File: config.mk
export PLATFORM = sky130hd
export DESIGN_NAME = dgc_adj_ram
export DESIGN_NICKNAME = d
export VERILOG_FILES = /design/src/design/dgc_pkg.sv /design/src/design/dgc_adj_ram.sv
export SDC_FILE = /design/constraint.sdc
export NUM_CORES = 2
export LEC_CHECK = 0
export ABC_CLOCK_PERIOD_IN_PS = 6600
export BUFFER_PORTS_ARGS = -buffer_cell sky130_fd_sc_hd__buf_2
export CORE_ASPECT_RATIO = 1.75
export CORE_MARGIN = 10
export CORE_UTILIZATION = 63
export DETAILED_ROUTE_END_ITERATION = 6
export PLACE_DENSITY = 0.9
export SLEW_MARGIN = 15
export SYNTH_ARGS = -nofsm -noshare
export SYNTH_HDL_FRONTEND = slang
export SYNTH_SLANG_ARGS = --single-unit
File: constraint.sdc
create_clock -name clk -period 6.6 [get_ports clk]
set_clock_uncertainty 0.2 [all_clocks]
set_input_delay 0.33 -clock clk [delete_from_list [all_inputs] [get_ports clk]]
set_output_delay 0.33 -clock clk [all_outputs]
set_load 0.01 [all_outputs]
File: src/design/dgc_pkg.sv
// ---------------------------------------------------------------------------
// dgc_pkg: shared types and constants for the directed graph cycle check
// Holds the scan chunk geometry and the control group of the adjacency RAM.
// ---------------------------------------------------------------------------
package dgc_pkg;

  // bits of an adjacency row examined per scan cycle
  localparam int SCAN_W     = 8;
  localparam int SCAN_SHIFT = 3;

  // control group for the adjacency RAM
  typedef struct packed {
    logic rd_en;
    logic wr_en;
    logic clr;
  } adj_ctl_t;

endpackage

File: src/design/dgc_adj_ram.sv
// ---------------------------------------------------------------------------
// dgc_adj_ram: adjacency bit matrix storage
// One row per node, one write and one registered read per cycle. Per-row
// valid bits let a batch clear empty every row; invalid rows read zero.
// ---------------------------------------------------------------------------
module dgc_adj_ram #(
  parameter int MAX_NODES = 64
) (
  input  logic                         clk,
  input  logic                         rst_n,
  input  dgc_pkg::adj_ctl_t            ctl,
  input  logic [$clog2(MAX_NODES)-1:0] rd_addr,
  input  logic [$clog2(MAX_NODES)-1:0] wr_addr,
  input  logic [MAX_NODES-1:0]         wr_data,
  output logic [MAX_NODES-1:0]         rd_data
);

  logic [MAX_NODES-1:0] mem [MAX_NODES];
  logic [MAX_NODES-1:0] rd_r;
  logic [MAX_NODES-1:0] row_vld_r;
  logic                 rd_vld_r;

  // row storage, synchronous read
  always_ff @(posedge clk) begin
    if (ctl.wr_en) begin
      mem[wr_addr] <= wr_data;
    end
    if (ctl.rd_en) begin
      rd_r <= mem[rd_addr];
    end
  end

  // row valid bits, cleared together at batch end
  always_ff @(posedge clk) begin
    if (!rst_n) begin
      row_vld_r <= '0;
      rd_vld_r  <= 1'b0;
    end else begin
      if (ctl.clr) begin
        row_vld_r <= '0;
      end else if (ctl.wr_en) begin
        row_vld_r[wr_addr] <= 1'b1;
      end
      if (ctl.rd_en) begin
        rd_vld_r <= row_vld_r[rd_addr];
      end
    end
  end

  // a row never written in this batch reads as empty
  assign rd_data = rd_vld_r ? rd_r : '0;

endmodule

[Yosys cells after proc, flatten, opt, wreduce, memory -nomap -nowiden]
Memory sizes are Yosys's and may differ from the RTL's. A register that Yosys moved wholly into a read port is not among the register bits.
Index checks and enable logic that the tools add are counted.
Word-level totals
  flip-flop bits (word level): 65
  RAM bits: 4096
  output and inout port bits: 64
  word-level logic and storage cells: 17
  memories: 1
Memories
  mem: words 64, width 64, rd ports 1, clocked after memory_dff 1, wr ports 1, RTL line dgc_adj_ram.sv:18  | logic [MAX_NODES-1:0] mem [MAX_NODES];
Cells by class
  order comparisons: 3
  muxes and demuxes: 7
  bitwise logic cells: 2
  reduce and logical (&&, ||, !) cells: 2
Operators with widths (number)
  64-bit 2-to-1 mux: 1
  64-bit OR: 1
  6-bit by 7-bit less-than comparator with 1-bit output (second input constant): 2
  1-bit binary-select mux with 6-bit select: 1
  1-bit demux with 6-bit select: 1
  6-bit by 1-bit greater-or-equal comparator with 1-bit output (second input constant): 1
  1-bit 2-to-1 mux: 4
  2-bit OR reduction: 1
  1-bit logical AND: 1
  1-bit NOT: 1

[Depth between registers and ports, before layout]
  word-level depth: 5
  depth in mapped cells: 9
  depth with buffers taken out: 5

[Worst setup path after synthesis]
OpenSTA, ideal clock, no wires.
  path kind: input to register
  start point: input port ctl[1] in the netlist's numbering
  end point: memory mem[40][0] (enable)
  setup time: 0.567 ns
  data arrival time: 5.210 ns
  slack: 0.623 ns
  cell stages on the path: 3
  cell sequence: nor2b_1 nand3_1 nor3_1
On the way
  cells in the longest elaborated chain, start to end: 2
Ends and longest elaborated chain
  from (decl): RTL line dgc_adj_ram.sv:11  | input dgc_pkg::adj_ctl_t ctl,
  1-bit 2-to-1 mux: RTL line dgc_adj_ram.sv:25  | if (ctl.wr_en) begin
  1-bit 2-to-1 mux (implied by the code): RTL line dgc_adj_ram.sv:26  | mem[wr_addr] <= wr_data;
  to (decl): RTL line dgc_adj_ram.sv:18
No other way between the ends.

[Final worst setup path]
  start point: input port wr_addr[2]
  end point: memory mem[22][9] (enable)
RTL lines
  from (decl): RTL line dgc_adj_ram.sv:13  | input logic [$clog2(MAX_NODES)-1:0] wr_addr,
Straight into the memory's write port.

==> results.json <==
{
  "synth-edff-count": 4160,
  "fmax_mhz": 224,
  "start_util_pct": 63.3,
  "numPortBuffers": 144,
  "ys_async_sr_fraction_pct": 0,
  "syn_nets": 6248,
  "ys_ff_latch": 4225,
  "cts_setup_buffers": 0,
  "finalInstanceArea_sq_mm": 0.178,
  "crit_path_end_kind": "flop",
  "ys_top_cells_by_count": "4160 x edfxtp_1, 1356 x mux4_2, 184 x clkbuf_1, 87 x buf_2, 65 x dfxtp_1",
  "path_max_fanout": 25,
  "hold_viol": 0,
  "timing.rr.start": "row_vld_r[18]$_SDFFE_PP0P_",
  "pin_count": 145,
  "pre_cts_slack_ns": 2.40,
  "final_nets": 6671,
  "clkSlewWorstSetupHoldPaths_ns": 0.07,
  "arrival_ns": 4.76,
  "cts_tree": "built",
  "grt_max_degree": 145,
  "yosysSeqAreaShare_pct": 79.0,
  "startpoint": "wr_addr[2]",
  "fin_crit_sh_pct": 67.6,
  "drive_above_1_share_pct": 32.9,
  "reg2reg_slack_ns": 3.28,
  "avgSynthCellArea_sq_um": 25.9,
  "gp_congestion": 0.798,
  "cap_violations": 0,
  "via_per_inst": 8.27,
  "h-tree-depth": 5,
  "die_y_microns": 686,
  "worst_pin_slew_ns": 1.38,
  "synth_warnings": 0,
  "synth.area.top_cells": "edfxtp_1 78%, mux4_2 19%, dfxtp_1 0.81%, clkbuf_1 0.43%, o21a_1 0.30%",
  "postSynthCellCount": 6167,
  "cp.required_ns": 6.90,
  "slowest_stage": "nor2_4",
  "vias": 84300,
  "hold_buffers": 66,
  "p_leak_nw": 54.9,
  "layout_setup_ws_ns": 2.14,
  "fin_tns_setup_ns": 0,
  "ant_nets": 0,
  "rsz0062_at_grt": "false",
  "wl_per_cell_microns": 53.4,
  "setup_viol": 0,
  "crit_chain": "buf_2, nor2b_1, nand3_1, nor2_4, buf_4",
  "yosys.area.top_type": "edfxtp_1",
  "hold_path.class": "in2reg",
  "syn_area_sq_mm": 0.160,
  "die_w_microns": 401,
  "relSlewSlack_pct": 8.06,
  "numCtsBuffers": 338,
  "grt_pass1_vias": 84300,
  "worstHoldStart": "rd_addr[5]",
  "firstDrtPassIters": 7,
  "clock-sinks": 4225,
  "crit_type": "in2reg",
  "grt_antenna_before_repair": 42,
  "synth.most_common_cell": "edfxtp_1",
  "ir_drop_mv": 0.254,
  "grt_overflow": 0,
  "area_growth_pct": 11.4,
  "powerDensity_mw_per_mm2": 305,
  "violations": "design-rule violations",
  "fillers": 12500,
  "dpl.hpwl_microns": 255000,
  "clk_latency_ns": 0.92,
  "final_max_slew_viol_count": 0,
  "clockRootBuffer": "clkbuf_16",
  "core_sq_mm": 0.252,
  "ys.flop_type": "edfxtp_1",
  "synth_cell_types": 32,
  "grt_first_pass_wirelength_microns": 739000,
  "ctsResizeCount": 0,
  "drt_iter0_markers": 19000,
  "outcome": "finished with violations",
  "cp_slowest_stage_delay_ns": 1.31,
  "fp-row-count": 244,
  "placed_cell_area_sq_mm": 0.166,
  "cts_buffer_depth": 4,
  "drc": 1,
  "start_kind": "input pin",
  "die_area_sq_mm": 0.275,
  "gr-usage-all-layers_pct": 39.7,
  "drt-total-wl_microns": 545000,
  "synth_top_area_share_pct": 78.2,
  "period_needed_ns": 4.46
}
-- final cells by class --
cell class	instances	area (sq um)	area share (%)
Antenna cell	17	42.5	0.0239
Clock buffer	399	8860	4.98
Clock inverter	204	2320	1.31
Multi-Input combinational cell	1615	32600	18.3
Sequential cell	4225	126000	71.0
Tap cell	3321	4160	2.34
Timing Repair Buffer	410	3680	2.07
-- per-layer routing --
layer | share of wire (%) | vias to the layer above | GRT usage [%] | wire length, microns
met5 | 0.059 | - | 0.0172 | 324
met4 | 9.9 | 50 | 29.8 | 54100
met1 | 27 | 42600 | 47.5 | 149000
met3 | 16 | 3007 | 13.1 | 88700
li1 | - | 27800 | - | -
met2 | 46 | 10900 | 60.5 | 252000
-- critical path: cells and delay by family --
family                 cells  cell delay, ns
buffers and inverters      2            1.23
and+or+nand+nor            3            3.15
-- final timing paths --
| check | cells past startpoint | end |
|---|---|---|
| max | 5 | mem[22][9]$_DFFE_PP_ |
| max reg2reg | 6 | rd_vld_r$_SDFFE_PN0P_ |
| min reg2reg | 1 | row_vld_r[51]$_SDFFE_PP0P_ |
| min | 2 | rd_r[62]$_DFFE_PP_ |
-- layout by cell type, fill, tap and decap left out, types with 62 or more instances in the layout --
cell type | Yosys | final
buf_4 | 10 | 144
and2_1 | 64 | 64
edfxtp_1 | 4160 | 4160
buf_2 | 87 | 136
dlygate4sd3_1 | 0 | 67
clkbuf_16 | 0 | 345
clkinv_1 | 0 | 62
mux4_2 | 1356 | 1356
o21a_1 | 64 | 64
dfxtp_1 | 65 | 64
-- power by group --
part / internal [mW] / total, mW / switching [mW]
clock network: 11.6 / 21.8 / 10.1
logic: 1.06 / 2.59 / 1.53
registers: 29.7 / 29.8 / 0.150
total: 42.4 / 54.2 / 11.8
-- cells by family after synthesis --
kind of cell	count (synthesis)	share of synthesized area, %
and+or+nand+nor	173	0.566
AOI/OAI and AO/OA	78	0.365
DFF	4225	79.0
muxes	1364	19.2
buffers and inverters	327	0.879
-- stage by stage --
step | instances | utilization, % | power (mW) | hold slack, ns
after floorplan | 6167 | - | 31.8 | 0.229
after global placement | 9496 | 65.7 | 32.6 | 0.241
after detailed placement | 9500 | 65.7 | 32.8 | 0.251
after CTS | 10200 | 70.4 | 54.0 | 0.000406
after global routing | 10200 | 70.4 | 55.0 | 0.00488
final | 10200 | 70.4 | 54.2 | 0.0236
-- state kept, by name, summed over array words and instances (netlist names) --
signal     count
row_vld_r     64
mem         4096
rd_vld_r       1
rd_r          64
Power figures use the tool's default switching activity.
